<file path="src/sv/tcw_pkg.sv">
// Shared constants, command codes and status struct for the text console writer.
// Used by tcw_ctrl, tcw_datapath and text_console_writer_core; no dependencies.
package tcw_pkg;

    localparam int COLUMNS   = 80;
    localparam int ROWS      = 25;
    localparam int CELLS     = COLUMNS * ROWS;
    localparam int LAST_BASE = COLUMNS * (ROWS - 1);
    localparam int ADDR_W    = 11;
    localparam int ROW_W     = 5;
    localparam int COL_W     = 7;
    localparam int CELL_W    = 16;

    localparam logic [7:0]        CH_NL      = 8'd10;
    localparam logic [7:0]        CH_CR      = 8'd13;
    localparam logic [7:0]        CH_BS      = 8'd8;
    localparam logic [7:0]        CH_SP      = 8'h20;
    localparam logic [7:0]        MARK       = 8'hFF;
    localparam logic [7:0]        ATTR_RESET = 8'h0F;
    localparam logic [CELL_W-1:0] RESET_CELL = {ATTR_RESET, CH_SP};

    typedef logic [3:0] dp_op_t;

    localparam dp_op_t DP_NOP    = 4'd0;
    localparam dp_op_t DP_LATCH  = 4'd1;
    localparam dp_op_t DP_CLEAR  = 4'd2;
    localparam dp_op_t DP_PUT    = 4'd3;
    localparam dp_op_t DP_FILL   = 4'd4;
    localparam dp_op_t DP_NEWROW = 4'd5;
    localparam dp_op_t DP_CR     = 4'd6;
    localparam dp_op_t DP_READ   = 4'd7;
    localparam dp_op_t DP_COPY   = 4'd8;
    localparam dp_op_t DP_BLANK  = 4'd9;
    localparam dp_op_t DP_BSW    = 4'd10;

    typedef struct packed {
        logic is_read;
        logic is_nl;
        logic is_cr;
        logic is_bs;
        logic pos_zero;
        logic col_lt_last;
        logic col_last;
        logic row_last;
        logic mark_prev;
        logic copy_last;
        logic sweep_last;
    } dp_status_t;

endpackage

</file>
<file path="src/sv/tcw_ctrl.sv">
// Controller state machine for the text console writer.
// Depends on tcw_pkg; drives datapath commands from datapath status.
module tcw_ctrl (
    input  logic              clk,
    input  logic              rst_n,
    input  logic              start,
    input  tcw_pkg::dp_status_t status,
    output tcw_pkg::dp_op_t   cmd,
    output logic              busy,
    output logic              done
);

    localparam logic [3:0] ST_CLEAR    = 4'd0;
    localparam logic [3:0] ST_IDLE     = 4'd1;
    localparam logic [3:0] ST_EXEC     = 4'd2;
    localparam logic [3:0] ST_NL       = 4'd3;
    localparam logic [3:0] ST_BS_CHECK = 4'd4;
    localparam logic [3:0] ST_SCROLL   = 4'd5;
    localparam logic [3:0] ST_FLUSH    = 4'd6;
    localparam logic [3:0] ST_BLANK    = 4'd7;
    localparam logic [3:0] ST_DONE     = 4'd8;

    logic [3:0] state_reg;
    logic [3:0] state_next;

    always_ff @(posedge clk or negedge rst_n)
    begin
        if (!rst_n)
        begin
            state_reg <= ST_CLEAR;
        end
        else
        begin
            state_reg <= state_next;
        end
    end

    always_comb
    begin
        state_next = state_reg;
        cmd        = tcw_pkg::DP_NOP;
        case (state_reg)
            ST_CLEAR:
            begin
                cmd = tcw_pkg::DP_CLEAR;
                if (status.sweep_last)
                begin
                    state_next = ST_IDLE;
                end
            end
            ST_IDLE, ST_DONE:
            begin
                if (start)
                begin
                    cmd        = tcw_pkg::DP_LATCH;
                    state_next = ST_EXEC;
                end
                else
                begin
                    state_next = ST_IDLE;
                end
            end
            ST_EXEC:
            begin
                if (status.is_read)
                begin
                    cmd        = tcw_pkg::DP_READ;
                    state_next = ST_DONE;
                end
                else if (status.is_nl)
                begin
                    state_next = ST_NL;
                end
                else if (status.is_cr)
                begin
                    cmd        = tcw_pkg::DP_CR;
                    state_next = ST_DONE;
                end
                else if (status.is_bs)
                begin
                    if (status.pos_zero)
                    begin
                        state_next = ST_DONE;
                    end
                    else
                    begin
                        cmd        = tcw_pkg::DP_BSW;
                        state_next = ST_BS_CHECK;
                    end
                end
                else
                begin
                    cmd        = tcw_pkg::DP_PUT;
                    state_next = (status.col_last && status.row_last) ? ST_SCROLL : ST_DONE;
                end
            end
            ST_NL:
            begin
                if (status.col_lt_last)
                begin
                    cmd = tcw_pkg::DP_FILL;
                end
                else
                begin
                    cmd        = tcw_pkg::DP_NEWROW;
                    state_next = status.row_last ? ST_SCROLL : ST_DONE;
                end
            end
            ST_BS_CHECK:
            begin
                if (!status.pos_zero && status.mark_prev)
                begin
                    cmd = tcw_pkg::DP_BSW;
                end
                else
                begin
                    state_next = ST_DONE;
                end
            end
            ST_SCROLL:
            begin
                cmd = tcw_pkg::DP_COPY;
                if (status.copy_last)
                begin
                    state_next = ST_FLUSH;
                end
            end
            ST_FLUSH:
            begin
                state_next = ST_BLANK;
            end
            ST_BLANK:
            begin
                cmd = tcw_pkg::DP_BLANK;
                if (status.sweep_last)
                begin
                    state_next = ST_DONE;
                end
            end
            default:
            begin
                state_next = ST_IDLE;
            end
        endcase
    end

    assign busy = (state_reg != ST_IDLE) && (state_reg != ST_DONE);
    assign done = (state_reg == ST_DONE);

    a_bs_after_write: assert property (@(posedge clk) disable iff (!rst_n)
        (state_reg == ST_BS_CHECK) |-> ($past(cmd) == tcw_pkg::DP_BSW))
        else $error("backspace check without preceding write");

    a_blank_after_copy: assert property (@(posedge clk) disable iff (!rst_n)
        (cmd == tcw_pkg::DP_BLANK && $past(cmd) != tcw_pkg::DP_BLANK)
        |-> ($past(state_reg) == ST_FLUSH))
        else $error("blanking started without finished copy");

endmodule

</file>
<file path="config.mk">
export PLATFORM = sky130hd
export DESIGN_NAME = tcw_ctrl
export DESIGN_NICKNAME = d
export VERILOG_FILES = /design/src/sv/tcw_pkg.sv /design/src/sv/tcw_ctrl.sv
export SDC_FILE = /design/constraint.sdc
export NUM_CORES = 1
export LEC_CHECK = 0
export ABC_AREA = 1
export BUFFER_PORTS_ARGS = -buffer_cell sky130_fd_sc_hd__buf_2
export CAP_MARGIN = 15
export CORE_AREA = 2 2 39 41
export CTS_CLUSTER_SIZE = 8
export DETAILED_ROUTE_END_ITERATION = 10
export DIE_AREA = 0 0 41 43
export GPL_TIMING_DRIVEN = 0
export HOLD_SLACK_MARGIN = 0.05
export PLACE_DENSITY = 0.72
export SLEW_MARGIN = 20
export SYNTH_ARGS = -nofsm -noshare
export SYNTH_HDL_FRONTEND = slang
export SYNTH_SLANG_ARGS = --single-unit
</file>
<file path="constraint.sdc">
create_clock -name clk -period 1.62 [get_ports clk]
set_input_delay 0.081 -clock clk [delete_from_list [all_inputs] [get_ports clk]]
set_output_delay 0.081 -clock clk [all_outputs]
set_load 0.01 [all_outputs]
</file>
# Word level (Yosys, flattened, before mapping)
# Cells that the tools add are included.
[totals]
elab_cells = 46
romBits = 0
n_memories = 0
in_bits = 14
latchBits = 0
reg_bits = 4
mem_bits_rw = 0
[classes]
n_reduce_logical = 7
add_sub_neg = 0
magnitude_cmp = 0
shifts = 0
bitwise = 0
n_eq_ne = 15
mul = 0
muxes = 23
div = 0
[ops]
columns = ["op", "n"]
rows = [
  ["4-bit 2-to-1 mux", 18],
  ["4-bit case mux with 8 select lines", 1],
  ["4-bit case mux with 7 select lines", 1],
  ["4-bit by 3-bit equality test with 1-bit output, second input constant", 4],
  ["2-bit inequality test, second input constant", 5],
  ["4-bit by 2-bit equality test with 1-bit output, second input constant", 2],
  ["5-bit AND reduction", 1],
  ["4-bit by 1-bit equality test with 1-bit output, second input constant", 1],
  ["4-bit equality test, second input constant", 1],
  ["4-bit zero test", 1],
  ["4-bit by 1-bit inequality test with 1-bit output, second input constant", 1],
  ["4-bit inequality test, second input constant", 1],
  ["1-bit logical AND", 3],
  ["1-bit 2-to-1 mux", 2],
  ["2-bit 2-to-1 mux", 1],
  ["2-bit OR reduction", 1],
  ["1-bit zero test", 1],
]

# Logic depth before layout (Yosys ltp)
# Gate-level depths: netlist of the first run.
[logic_depth]
ltp_word = 7
depth_mapped = 9
ltp_nobuf = 9

# Least setup slack after synthesis of the first run
# OpenSTA, ideal clock, no wires.
[synth_path]
path_kind = "register to output"
start = "reg state_reg[3]"
end = "out cmd[3]"
path_slack_ns = 0.380
t_required_ns = 1.539
arrival_ns = 1.159
n_path_buf = 0
path_stages_with_launch = 6
path_cell_list = "dfrtp_1 > nor2_2 > nand2_2 > nor2_1 > nand2_1 > o221ai_1"
[synth_between]
elab_chain_len = 3
[synth_rtl]
columns = ["item", "line_no", "source"]
rows = [
  ["start, declared", "tcw_ctrl.sv:23", "logic [3:0] state_reg;"],
  ["start signal, assigned", "tcw_ctrl.sv:34", "state_reg <= state_next;"],
  ["4-bit equality test / 4-bit by 1-bit equality test with 1-bit output (equally long branches)", "tcw_ctrl.sv:42", "case (state_reg)"],
  ["2-bit OR reduction", "tcw_ctrl.sv:42", ""],
  ["4-bit case mux with 7 select lines (*)", "tcw_ctrl.sv:42", ""],
  ["end, declared", "tcw_ctrl.sv:8", "output tcw_pkg::dp_op_t cmd,"],
]
# Every way passes the cells marked *; elsewhere a longest branch is shown, timed or not.

# Final worst setup path of the first run
[layout_path]
start = "reg state_reg[0]"
end = "out cmd[3]"
# The elaborated chain is that of the path after synthesis.

==> run summary, run 1 <==
The count of max-cap constraint violations was 0. The initialized floorplan defines 14 standard-cell rows. Headroom to the max-slew limit: 0.8227. For the final number of max-transition violations, the log shows 0. Starting density of the core: 0.3418. Summing every instance area after synthesis gives 473.0 µm².

The flip-flop count of the largest register after layout is 4. The end-of-flow core utilization is 0.4774, and the height of the die is 43 µm. Number of antenna violations at the first check in global routing: 0. The longest clock path from root to sink contains 2 buffers. The area of placed instances is 588.1 µm², and the final clock period utilization by the worst path is 0.9536. The run gives 1.54 ns as the worst path required time.

The root cell of the clock tree is clkbuf_4. OpenSTA, run right after detailed placement, puts the worst setup slack at 0.07430 ns. In the final routed layout, each cell accounts on average for 10.46 µm.

The fraction of layout instances using a drive strength above 1 came out at 0.3125. Start-to-end type of the worst setup path: register to output pin. Setup violations remaining at the end of the flow were counted as 0. The largest individual stage delay along the critical path comes from the cell dfrtp_2.

The mean instance size in the synthesized netlist was 5.436 µm². Summed over all cells, the static leakage comes to 0.3690 nW. The run gives 0.2116 as the post-synthesis sequential area ratio.

The top-area cell type share of the netlist area is 0.2302, and the core region area is 1384 µm². The flow ran to the end, and the final reports show no timing, DRC or antenna violations. The run gives 565 as the via count of the first global-routing pass.

After detailed routing, the number of remaining DRC violations is 0. The total count of hold-check failures in the final report is 0. The worst register-to-register path has a depth of 8. For this block, the routed nets add up to 1339 µm of wire. Yosys printed 0 warnings. The run gives 4 as the TritonCTS sink count. The path type of the worst min-delay path is input port to asynchronous set/reset pin. For this block, the initial DRC count from the detailed router was 13. From left edge to right edge, the die measures 41 µm.

The net count of the finished layout is 128. Maximum level of the CTS H-tree: 1. The tools report the kind of end point of the critical path as an output pin. TritonCTS built the clock tree. The tools report the gate count after technology mapping as 87. The minimum clock period was 1.545 ns.

Along the worst path, the maximum fanout reaches 6. Ranked by total cell area, the synthesized netlist is headed by nand2_1, dfrtp_1, nand3_1, nor2_1, inv_1. For this run, the slowest stage of the critical path takes 0.45 ns. Pin placement for this block handled 20 I/O pins. Port buffering added 19 buffers.

The post-synthesis register bit count is 4. Traced cell by cell, the critical path runs through nor2_4 > nand2_2 > nor2_2 > nand2_1 > o221ai_1 > buf_2. For the pin with the worst max-slew slack, the measured transition is 0.2656 ns. The largest total area in the synthesized netlist belongs to nand2_1. Setup repair after global routing left no endpoint under its margin. Power spread over the standard cell area amounts to 1692 nW/µm². For the final database, setup skew stands at 0.001470 ns. The global-route wire length before repair is 2180 µm, and the ratio of routed vias to standard cells is 5.203.

The pre-antenna-repair detailed-routing pass consisted of 4 iterations. The via count came out at 666. Once detailed placement completed, the half-perimeter wirelength came to 1091 µm. The pin count of the biggest net entering global routing is 7, and the number of buffers created by CTS is 3. VDD sags by at most 533.0 µV.

Based on the critical path, the design can be clocked at up to 0.6473 GHz. For the worst-skew pair, the clock arrives at the later sink with an insertion delay of 0.23 ns. The repair_antennas step left the layout with diodes totalling 0. The run gives 0.07519 ns as the least setup slack across all paths after layout. The first element of the critical path was state_reg[0]$_DFFE_PN0P_.

STA puts the critical path data arrival time at 1.46 ns. The count of flip-flops with a built-in enable after synthesis works out to 0. Compared with the post-synthesis result, the final layout area differs by 39.68%.

STA classifies the critical path startpoint as a register. The most frequently used flop master after synthesis was dfrtp_1. The clock-pin slew on the worst setup and hold paths was 0.04 ns. For the final routed database, the setup TNS stands at 0 ns. The congestion estimate from routability-driven global placement came to 0.7821.

The area of all placed cells without fillers is 660.6 µm², and the remaining global-route overflow is 0. The floorplan step defined a die boundary enclosing 1763 µm². Once detail routing completed, the nets flagged for antenna violations numbered 0. The worst register-to-register path begins at state_reg[2]$_DFFE_PN0P_.

The post-synth net total is 101, and the number of distinct library cells after synthesis is 16. The combined global-route utilization of all metal layers was 0.1704. The proportion of synthesized flip-flops having asynchronous set or reset works out to 1.000.
cell families (layout without fill, tap and decap cells):
family | after synthesis | after routing | share of synthesized area
AND/OR/NAND/NOR | 57 | 57 | 0.5212
AO/OA/AOI/OAI | 15 | 15 | 0.1799
buffers and inverters | 11 | 36 | 0.08730
flip-flops | 4 | 4 | 0.2116
layer usage:
layer / wire length, µm / track usage
met1: 567 / 0.2248
met2: 691 / 0.2844
met3: 80 / 0.03141
met4: 0 / 0.02000
met5: 0 / 0
cells in the mapped netlist, types with 2 or more instances:
| cell | count |
|---|---|
| o21ai_0 | 6 |
| dfrtp_1 | 4 |
| a21oi_1 | 4 |
| nand3_1 | 9 |
| nand2_1 | 29 |
| inv_2 | 2 |
| nand4_1 | 2 |
| inv_1 | 9 |
| nor2_2 | 4 |
| o21ai_1 | 2 |
| nor2_1 | 11 |
cells in the final DEF (no fill, tap or decap), types with 3 or more instances in the layout:
cell type	synthesis	layout
inv_1	9	8
inv_2	2	3
buf_2	0	19
clkbuf_4	0	3
nand2_1	29	29
a21oi_1	4	3
nor2_1	11	10
o21ai_1	2	3
nand3_1	9	9
dfrtp_1	4	3
nor2_2	4	3
o21ai_0	6	5
metrics by stage:
| stage | std cells | hold slack, ns | power [W] |
|---|---|---|---|
| after global placement | 122 | -0.1163 | 0.0009033 |
| after global routing | 128 | 0.2063 | 0.001228 |
| after detailed placement | 122 | -0.1123 | 0.0009193 |
| after CTS | 127 | 0.1817 | 0.001095 |
| after floorplan | 87 | -0.2146 | 0.0007055 |
| final | 128 | 0.1872 | 0.001118 |
layout make-up:
cell class | instances | area [µm²]
Tap cell | 16 | 20.02
Sequential cell | 4 | 101.3
Multi-Input combinational cell | 72 | 355.3
Timing Repair Buffer | 22 | 120.1
Inverter | 11 | 41.29
Fill cell | 150 | 723.2
Clock buffer | 3 | 22.52
worst max-delay path: cells and delay by family, from the launching register on:
| kind | cells | cell delay (ns) |
|---|---|---|
| buffers and inverters | 1 | 0.16 |
| AND/OR/NAND/NOR | 4 | 0.47 |
| flip-flops | 1 | 0.45 |
| AO/OA/AOI/OAI | 1 | 0.14 |
report_power, final:
part / internal [W] / switching [W]
Combinational: 0.000297 / 0.000480
Sequential: 0.000148 / 0.0000757
Clock: 0.0000825 / 0.0000356
what timing repair did:
item,4_1_cts,5_1_grt
endpoints found under the setup margin,4,4
hold buffers,1,0
pin swaps,1,0
hold endpoints to repair,4,0
setup buffers,1,1
gates resized for setup,3,5
worst paths after layout:
| path | slack [ns] | end |
|---|---|---|
| setup reg to reg | 0.24 | state_reg[0]$_DFFE_PN0P_ |
| hold / removal | 0.19 | state_reg[2]$_DFFE_PN0P_ |
| hold reg to reg | 0.60 | state_reg[0]$_DFFE_PN0P_ |
| max in group asynchronous | 1.31 | state_reg[0]$_DFFE_PN0P_ |
| min in group clk | 0.26 | state_reg[0]$_DFFE_PN0P_ |
| setup / recovery | 0.08 | cmd[3] |
Power figures use the tool's default switching activity.
==> run 2, diff against run 1 <==
--- a/config.mk
+++ b/config.mk
@@ -8,13 +8,15 @@
 export ABC_AREA = 1
 export BUFFER_PORTS_ARGS = -buffer_cell sky130_fd_sc_hd__buf_2
 export CAP_MARGIN = 15
-export CORE_AREA = 2 2 39 41
+export CELL_PAD_IN_SITES_DETAIL_PLACEMENT = 2
+export CELL_PAD_IN_SITES_GLOBAL_PLACEMENT = 2
+export CORE_MARGIN = 2
+export CORE_UTILIZATION = 21
 export CTS_CLUSTER_SIZE = 8
 export DETAILED_ROUTE_END_ITERATION = 10
-export DIE_AREA = 0 0 41 43
 export GPL_TIMING_DRIVEN = 0
 export HOLD_SLACK_MARGIN = 0.05
-export PLACE_DENSITY = 0.72
+export PLACE_DENSITY = 0.86
 export SLEW_MARGIN = 20
 export SYNTH_ARGS = -nofsm -noshare
 export SYNTH_HDL_FRONTEND = slang
==> constraint.sdc (replaced) <==
create_clock -name clk -period 1.62 [get_ports clk]
set_input_delay 0.162 -clock clk [delete_from_list [all_inputs] [get_ports clk]]
set_output_delay 0.162 -clock clk [all_outputs]
set_load 0.01 [all_outputs]
==> run summary, run 2 (synthesis results as in run 1) <==
The TritonCTS sink count was 4 (unchanged). The startpoint of the worst register-to-register path is state_reg[0]$_DFFE_PN0P_ (was state_reg[2]$_DFFE_PN0P_). The pin count of the biggest net entering global routing came out at 7 (unchanged). The slew at the pin closest to its max-slew limit works out to 0.3240 ns (was 0.2656 ns). The kind of end point of the critical path was an output pin (unchanged). Ratio of routed vias to standard cells: 4.946 (was 5.203). The routed length on met1 is 1132 µm (was 567 µm), and the count of inserted antenna diode cells is 0 (unchanged). The tools report the worst slack at placement as -0.008920 ns (was 0.07430 ns).

The area of placed instances is 603.1 µm² (was 588.1 µm²), and the routed length per instance is 16.69 µm (was 10.46 µm). The run gives 1.46 ns (about the same) as the critical path data arrival time. The path type of the worst min-delay path was input port to asynchronous set/reset pin (unchanged). The total power per unit cell area was 1890 nW/µm² (was 1692 nW/µm²).

The violation count after the first detailed-routing iteration is 7 (was 13), and the via count of the first global-routing pass is 754 (was 565). The clock-pin slew on the worst setup and hold paths was 0.04 ns (about the same). Fmax: 0.6169 GHz (was 0.6473 GHz). Category of cells accounting for the largest share of critical-path delay: flip-flops (was simple AND/OR/NAND/NOR gates).

The power consumption came out at 0.001466 W (was 0.001118 W). The category of the worst setup path launch point was a register (unchanged). The total half-perimeter wirelength after legalization and detailed placement was 1525 µm (was 1091 µm). Ordered list of cells on the worst path: nor2_4 > buf_6 > nand2_2 > nand2_2 > nand2_2 > o2111ai_1 > buf_2 (was nor2_4 > nand2_2 > nor2_2 > nand2_1 > o221ai_1 > buf_2). The fraction of layout instances using a drive strength above 1 came out at 0.4454 (was 0.3125). Combined global-route utilization of all metal layers: 0.1715 (was 0.1704). The starting density of the core came out at 0.2180 (was 0.3418). The run gives 0.23 ns (about the same) as the later-pin clock latency in the skew report. Overall die area: 2648 µm² (was 1763 µm²).

For the DRC violations left, the log shows 0 (unchanged). The total buffers and inverters traversed by the critical path is 2 (was 1), and the number of antenna violations at the first check in global routing is 0 (unchanged). The worst flop-to-flop path endpoint is state_reg[0]$_DFFE_PN0P_ (unchanged). The logs give 0.2591 ns (was 0.1872 ns) for the worst-case hold slack and 0.7838 (was 0.8227) for the headroom to the max-slew limit.

The slowest cell on the critical path was dfrtp_2 (unchanged). The flip-flop count of the largest register after layout works out to 4 (unchanged). Among the stages of the critical path, the cell type that occurs most often is nand2_2. The final reports fail on setup timing. The global placement routability congestion is 0.7811 (was 0.7821), and the via count is 727 (was 666). TritonCTS built the clock tree. For the maximum buffer depth of the clock tree, the log shows 2 (unchanged).

Setup repair after global routing could not meet its margin everywhere. The logs give 52 µm (was 80 µm) for the amount of wire on met3 after detailed routing and 1 (unchanged) for the maximum level of the CTS H-tree. The area of all placed cells without fillers is 775.7 µm² (was 660.6 µm²), and the number of buffers created by CTS is 3 (unchanged). The stage delay of the slowest cell on the critical path was 0.44 ns (was 0.45 ns); the number of fill cells in the layout was 271 (was 150). The run gives 1 (was 0) as the total of endpoints with negative setup slack in the final report. Worst path required time: 1.46 ns (was 1.54 ns). The run finished, with violations left. The post-detailed-route count of antenna-violating nets is 0 (unchanged), and the final clock period utilization by the worst path is 1.001 (was 0.9536). The run gives 135 (was 128) as the net count reported at finish. The root cell of the clock tree was clkbuf_4 (unchanged).

The length of routed met2 wiring was 1268 µm (was 691 µm); the post-route clock skew was 0.003966 ns (was 0.001470 ns). The most common cell after layout, fill and taps aside was nand2_1 (unchanged). Highest metal layer used by the detailed router: met3 (unchanged). The final number of max-transition violations is 0 (unchanged), and the register-to-register path setup slack is 0.08 ns (was 0.24 ns). The core region area came out at 2170 µm² (was 1384 µm²). The leakage power was 0.4068 nW (was 0.3690 nW).

For the post-detailed-routing wire length, the log shows 2453 µm (was 1339 µm). The count of max-cap constraint violations is 0 (unchanged). The depth of the most critical reg-to-reg path was 9 (was 8); the number of iterations in the first detailed-routing pass was 4 (unchanged). The maximum fanout along the worst path was 6 (unchanged); the count of input and output buffers was 19 (unchanged). Commonest non-fill, non-tap cells in the layout: nand2_1, buf_2, nand3_1, nor2_1, buf_4 (was nand2_1, buf_2, nor2_1, nand3_1, inv_1). The run gives 20 (unchanged) as the number of placed I/O pins.

The run gives 0 (unchanged) as the total count of hold-check failures in the final report. The start-to-end type of the worst setup path is register to output pin (unchanged). The relative area change from synthesis to final layout is 64.02% (was 39.68%), and the global-route wire length before repair is 3394 µm (was 2180 µm). The run gives 0 (unchanged) as the remaining global-route overflow. The number of core rows was 17 (was 14); the least setup slack across all paths after layout was -0.001093 ns (was 0.07519 ns).

The height of the die came out at 51.46 µm (was 43 µm). The die width was 51.46 µm (was 41 µm); the maximum vdd ir drop was 782.6 µV (was 533.0 µV). The minimum clock period came out at 1.621 ns (was 1.545 ns).
-- run 2: per-stage QoR --
stage | utilization | std cells | setup TNS, ns
floorplan | - | 87 | 0
global placement | 0.2780 | 134 | 0
detailed placement | 0.2780 | 134 | -0.008920
CTS | 0.3189 | 142 | -0.0008696
global route | 0.3576 | 147 | -0.2373
finish | 0.3576 | 147 | -0.001093
-- run 2: worst max path at each step --
stage	startpoint	end	slack, ns	depth (start not counted)
floorplan	state_reg[3]$_DFFE_PN0P_	cmd[3]	0.30	5
global placement	state_reg[3]$_DFFE_PN0P_	cmd[0]	0.01	6
detailed placement	state_reg[2]$_DFFE_PN0P_	cmd[0]	-0.009	6
CTS	state_reg[2]$_DFFE_PN0P_	cmd[0]	-0.0009	7
global route	state_reg[3]$_DFFE_PN0P_	cmd[0]	-0.06	7
finish	state_reg[3]$_DFFE_PN0P_	cmd[0]	-0.001	7
-- run 2: report_power, final --
part | total [W] | leakage [nW] | switching (W) | internal [W]
logic | 0.00111 | 0.345 | 0.000671 | 0.000436
registers | 0.000231 | 0.0476 | 0.0000798 | 0.000151
clock network | 0.000128 | 0.0138 | 0.0000445 | 0.0000832
total | 0.00147 | 0.407 | 0.000796 | 0.000670
-- run 2: area by class of cell --
cell class	instances	area [µm²]	share of cell area
inverters	11	41.29	0.05323
multi-input cells	72	396.6	0.5113
flip-flops and latches	4	103.9	0.1339
clock buffers	3	22.52	0.02903
well taps	28	35.03	0.04516
repair buffers	29	176.4	0.2274
-- run 2: metal layers --
metal | up-vias | global-route usage
met2 | 10 | 0.2949
met3 | 0 | 0.008772
met4 | 0 | 0.03947
met1 | 362 | 0.2340
met5 | - | 0
li1 | 355 | -
-- run 2: what timing repair did --
action | in CTS | in global routing
endpoints found under the hold margin | 4 | 0
endpoints found under the setup margin | 4 | 4
setup buffers | 4 | 5
resized for setup | 9 | 14
hold buffers | 1 | 0
pin swaps | 1 | 3
-- run 2: worst register-to-register path: cells and delay by family, from the launching register on --
kind / cells / cell delay [ns]
AND/OR/NAND/NOR: 7 / 0.73
flip-flops: 1 / 0.46
buffers and inverters: 2 / 0.24
==> run 3, diff against run 2 <==
--- a/config.mk
+++ b/config.mk
@@ -8,15 +8,15 @@
 export ABC_AREA = 1
 export BUFFER_PORTS_ARGS = -buffer_cell sky130_fd_sc_hd__buf_2
 export CAP_MARGIN = 15
-export CELL_PAD_IN_SITES_DETAIL_PLACEMENT = 2
-export CELL_PAD_IN_SITES_GLOBAL_PLACEMENT = 2
+export CELL_PAD_IN_SITES_DETAIL_PLACEMENT = 1
+export CELL_PAD_IN_SITES_GLOBAL_PLACEMENT = 1
 export CORE_MARGIN = 2
-export CORE_UTILIZATION = 21
+export CORE_UTILIZATION = 28
 export CTS_CLUSTER_SIZE = 8
 export DETAILED_ROUTE_END_ITERATION = 10
 export GPL_TIMING_DRIVEN = 0
 export HOLD_SLACK_MARGIN = 0.05
-export PLACE_DENSITY = 0.86
+export PLACE_DENSITY = 0.84
 export SLEW_MARGIN = 20
 export SYNTH_ARGS = -nofsm -noshare
 export SYNTH_HDL_FRONTEND = slang
==> constraint.sdc (replaced) <==
create_clock -name clk -period 1.51 [get_ports clk]
set_input_delay 0.151 -clock clk [delete_from_list [all_inputs] [get_ports clk]]
set_output_delay 0.151 -clock clk [all_outputs]
set_load 0.01 [all_outputs]
==> run summary, run 3 (synthesis results as in run 1) <==
The start-to-end type of the worst setup path is register to output pin (unchanged). Failing checks: setup timing (unchanged). The global placement routability congestion was 0.8765 (was 0.7811); the core region area was 1541 µm² (was 2170 µm²). Pin count of the biggest net entering global routing: 7 (unchanged). The global routing met2 resource utilization is 0.4457 (was 0.2949), and the starting density of the core is 0.3068 (was 0.2180).

The post-route clock skew is 0.01417 ns (was 0.003966 ns), and the flip-flop count of the largest register after layout is 4 (unchanged). The run finished, with violations left. The ratio of routed vias to standard cells came out at 5.421 (was 4.946).

The logs give 818.3 µm² (was 775.7 µm²) for the area of all placed cells without fillers and 1071 µV (was 782.6 µV) for the maximum vdd ir drop. The net count reported at finish was 140 (was 135). TritonCTS built the clock tree. The tools report the kind of end point of the critical path as an output pin (unchanged).

Total of endpoints with negative setup slack in the final report: 4 (was 1). The tools report the total count of hold-check failures in the final report as 0 (unchanged). The tools report the met3 capacity usage during global routing as 0.05200 (was 0.008772). The tools report the root cell of the clock tree as clkbuf_4 (unchanged). For the overall die area, the log shows 2034 µm² (was 2648 µm²).

For the number of fill cells in the layout, the log shows 212 (was 271). The depth of the most critical reg-to-reg path was 8 (was 9). The via count is 759 (was 727), and the clock-pin slew on the worst setup and hold paths is 0.05 ns (was 0.04 ns). Most common cell after layout, fill and taps aside: nand2_1 (unchanged). The met1 usage was 0.3154 (was 0.2340). The tools report the maximum level of the CTS H-tree as 1 (unchanged). Setup repair after global routing could not meet its margin everywhere. The headroom to the max-slew limit was 0.8462 (was 0.7838); the total half-perimeter wirelength after legalization and detailed placement was 1337 µm (was 1525 µm). The violation count after the first detailed-routing iteration came out at 21 (was 7). For the register-to-register path setup slack, the log shows 0.01 ns (was 0.08 ns).

The count of inserted antenna diode cells is 0 (unchanged), and the fraction of layout instances using a drive strength above 1 is 0.4839 (was 0.4454). The die width was 45.10 µm (was 51.46 µm). The number of core rows was 14 (was 17). The count of input and output buffers is 19 (unchanged). The DRC violations left is 0 (unchanged), and the critical path data arrival time is 1.46 ns (about the same). Number of buffers created by CTS: 3 (unchanged). The path type of the worst min-delay path is input port to asynchronous set/reset pin (unchanged). The logs give -0.1046 ns (was -0.001093 ns) for the least setup slack across all paths after layout and 0 (unchanged) for the number of antenna violations at the first check in global routing.

The maximum fanout along the worst path works out to 4 (was 6). The number of placed I/O pins came out at 20 (unchanged). The global-route wire length before repair was 3601 µm (was 3394 µm); the worst path required time was 1.36 ns (was 1.46 ns). The minimum clock period was 1.615 ns; the slew at the pin closest to its max-slew limit was 0.2283 ns (was 0.3240 ns). The busiest metal layer after global routing is met2 (unchanged). The post-detailed-route count of antenna-violating nets was 0 (unchanged); the later-pin clock latency in the skew report was 0.26 ns (was 0.23 ns). The via count of the first global-routing pass is 736 (was 754), and the combined global-route utilization of all metal layers is 0.2529 (was 0.1715). The final number of max-transition violations came out at 0 (unchanged).

The run gives 0 (unchanged) as the count of max-cap constraint violations. The final clock period utilization by the worst path was 1.069; the aggregate negative setup slack was -0.2909 ns (was -0.001093 ns). The total power per unit cell area is 1981 nW/µm² (was 1890 nW/µm²). Startpoint of the worst register-to-register path: state_reg[1]$_DFFE_PN0P_ (was state_reg[0]$_DFFE_PN0P_). The tools report the number of iterations in the first detailed-routing pass as 4 (unchanged). The category of the worst setup path launch point is a register (unchanged).

The height of the die works out to 45.10 µm (was 51.46 µm). The worst flop-to-flop path endpoint is state_reg[1]$_DFFE_PN0P_ (was state_reg[0]$_DFFE_PN0P_). The maximum buffer depth of the clock tree is 2 (unchanged), and the leakage power is 0.4405 nW (was 0.4068 nW).

The routed length per instance is 17.27 µm (was 16.69 µm). Commonest non-fill, non-tap cells in the layout: nand2_1, buf_2, buf_4, nor2_1, nand3_1 (was nand2_1, buf_2, nand3_1, nor2_1, buf_4). The post-detailed-routing wire length came out at 2418 µm (was 2453 µm). The logs give 588.1 µm² (was 603.1 µm²) for the area of placed instances and 0 (unchanged) for the remaining global-route overflow. The TritonCTS sink count came out at 4 (unchanged). The relative area change from synthesis to final layout was 73.02% (was 64.02%); the fmax was 0.6194 GHz.
## run 3: changes by cell type in the layout (fill, tap and decap cells not counted), sizes merged
cell	delta
buf	+5
## run 3: cell type report
class	count	area, µm²	area share
Multi-Input combinational cell	72	410.4	0.5015
Timing Repair Buffer	34	217.7	0.2661
Sequential cell	4	103.9	0.1269
Inverter	11	43.79	0.05352
Clock buffer	3	22.52	0.02752
Tap cell	16	20.02	0.02446
## run 3: how the worst max path moves through the flow
| stage | startpoint | to | slack, ns |
|---|---|---|---|
| 2_1_floorplan | state_reg[3]$_DFFE_PN0P_ | cmd[3] | 0.20 |
| 3_3_place_gp | state_reg[3]$_DFFE_PN0P_ | cmd[0] | -0.06 |
| 3_5_place_dp | state_reg[3]$_DFFE_PN0P_ | cmd[0] | -0.05 |
| 4_1_cts | state_reg[0]$_DFFE_PN0P_ | cmd[0] | -0.05 |
| 5_1_grt | state_reg[0]$_DFFE_PN0P_ | cmd[0] | -0.17 |
| 6_report | state_reg[2]$_DFFE_PN0P_ | cmd[0] | -0.10 |
## run 3: worst max-delay path, stage by stage (launching register included)
cell,delay [ns]
dfrtp_2,0.45
nor2_4,0.15
nand2_4,0.10
a21oi_4,0.17
o21ai_1,0.10
o2111ai_1,0.08
buf_2,0.16
## run 3: stage by stage
step,instances,power (W),hold slack [ns],util,worst slack [ns]
2_1_floorplan,87,0.0007569,-0.1446,-,0.2003
3_3_place_gp,122,0.0009915,-0.04526,0.3815,-0.06255
3_5_place_dp,122,0.001015,-0.03848,0.3815,-0.04726
4_1_cts,136,0.001435,0.2464,0.4943,-0.04563
5_1_grt,140,0.001730,0.2661,0.5308,-0.1677
6_report,140,0.001621,0.2527,0.5308,-0.1046
## run 3: repair_timing
item	in CTS	in global routing
endpoints found under the setup margin	4	8
pin swaps	4	5
hold buffers	1	0
gates resized for setup	19	9
endpoints found under the hold margin	4	0
setup buffers	10	4
## run 3: metal layers
layer | wire length (µm) | vias to the layer above
met5 | 0 | -
met4 | 91 | 0
met3 | 117 | 10
met2 | 1162 | 31
met1 | 1047 | 356
li1 | - | 362
## run 3: where the power goes
group | switching [W] | total, W | internal (W)
clock | 0.0000605 | 0.000151 | 0.0000900
combinational | 0.000721 | 0.00122 | 0.000501
sequential | 0.0000858 | 0.000248 | 0.000162
total | 0.000868 | 0.00162 | 0.000753
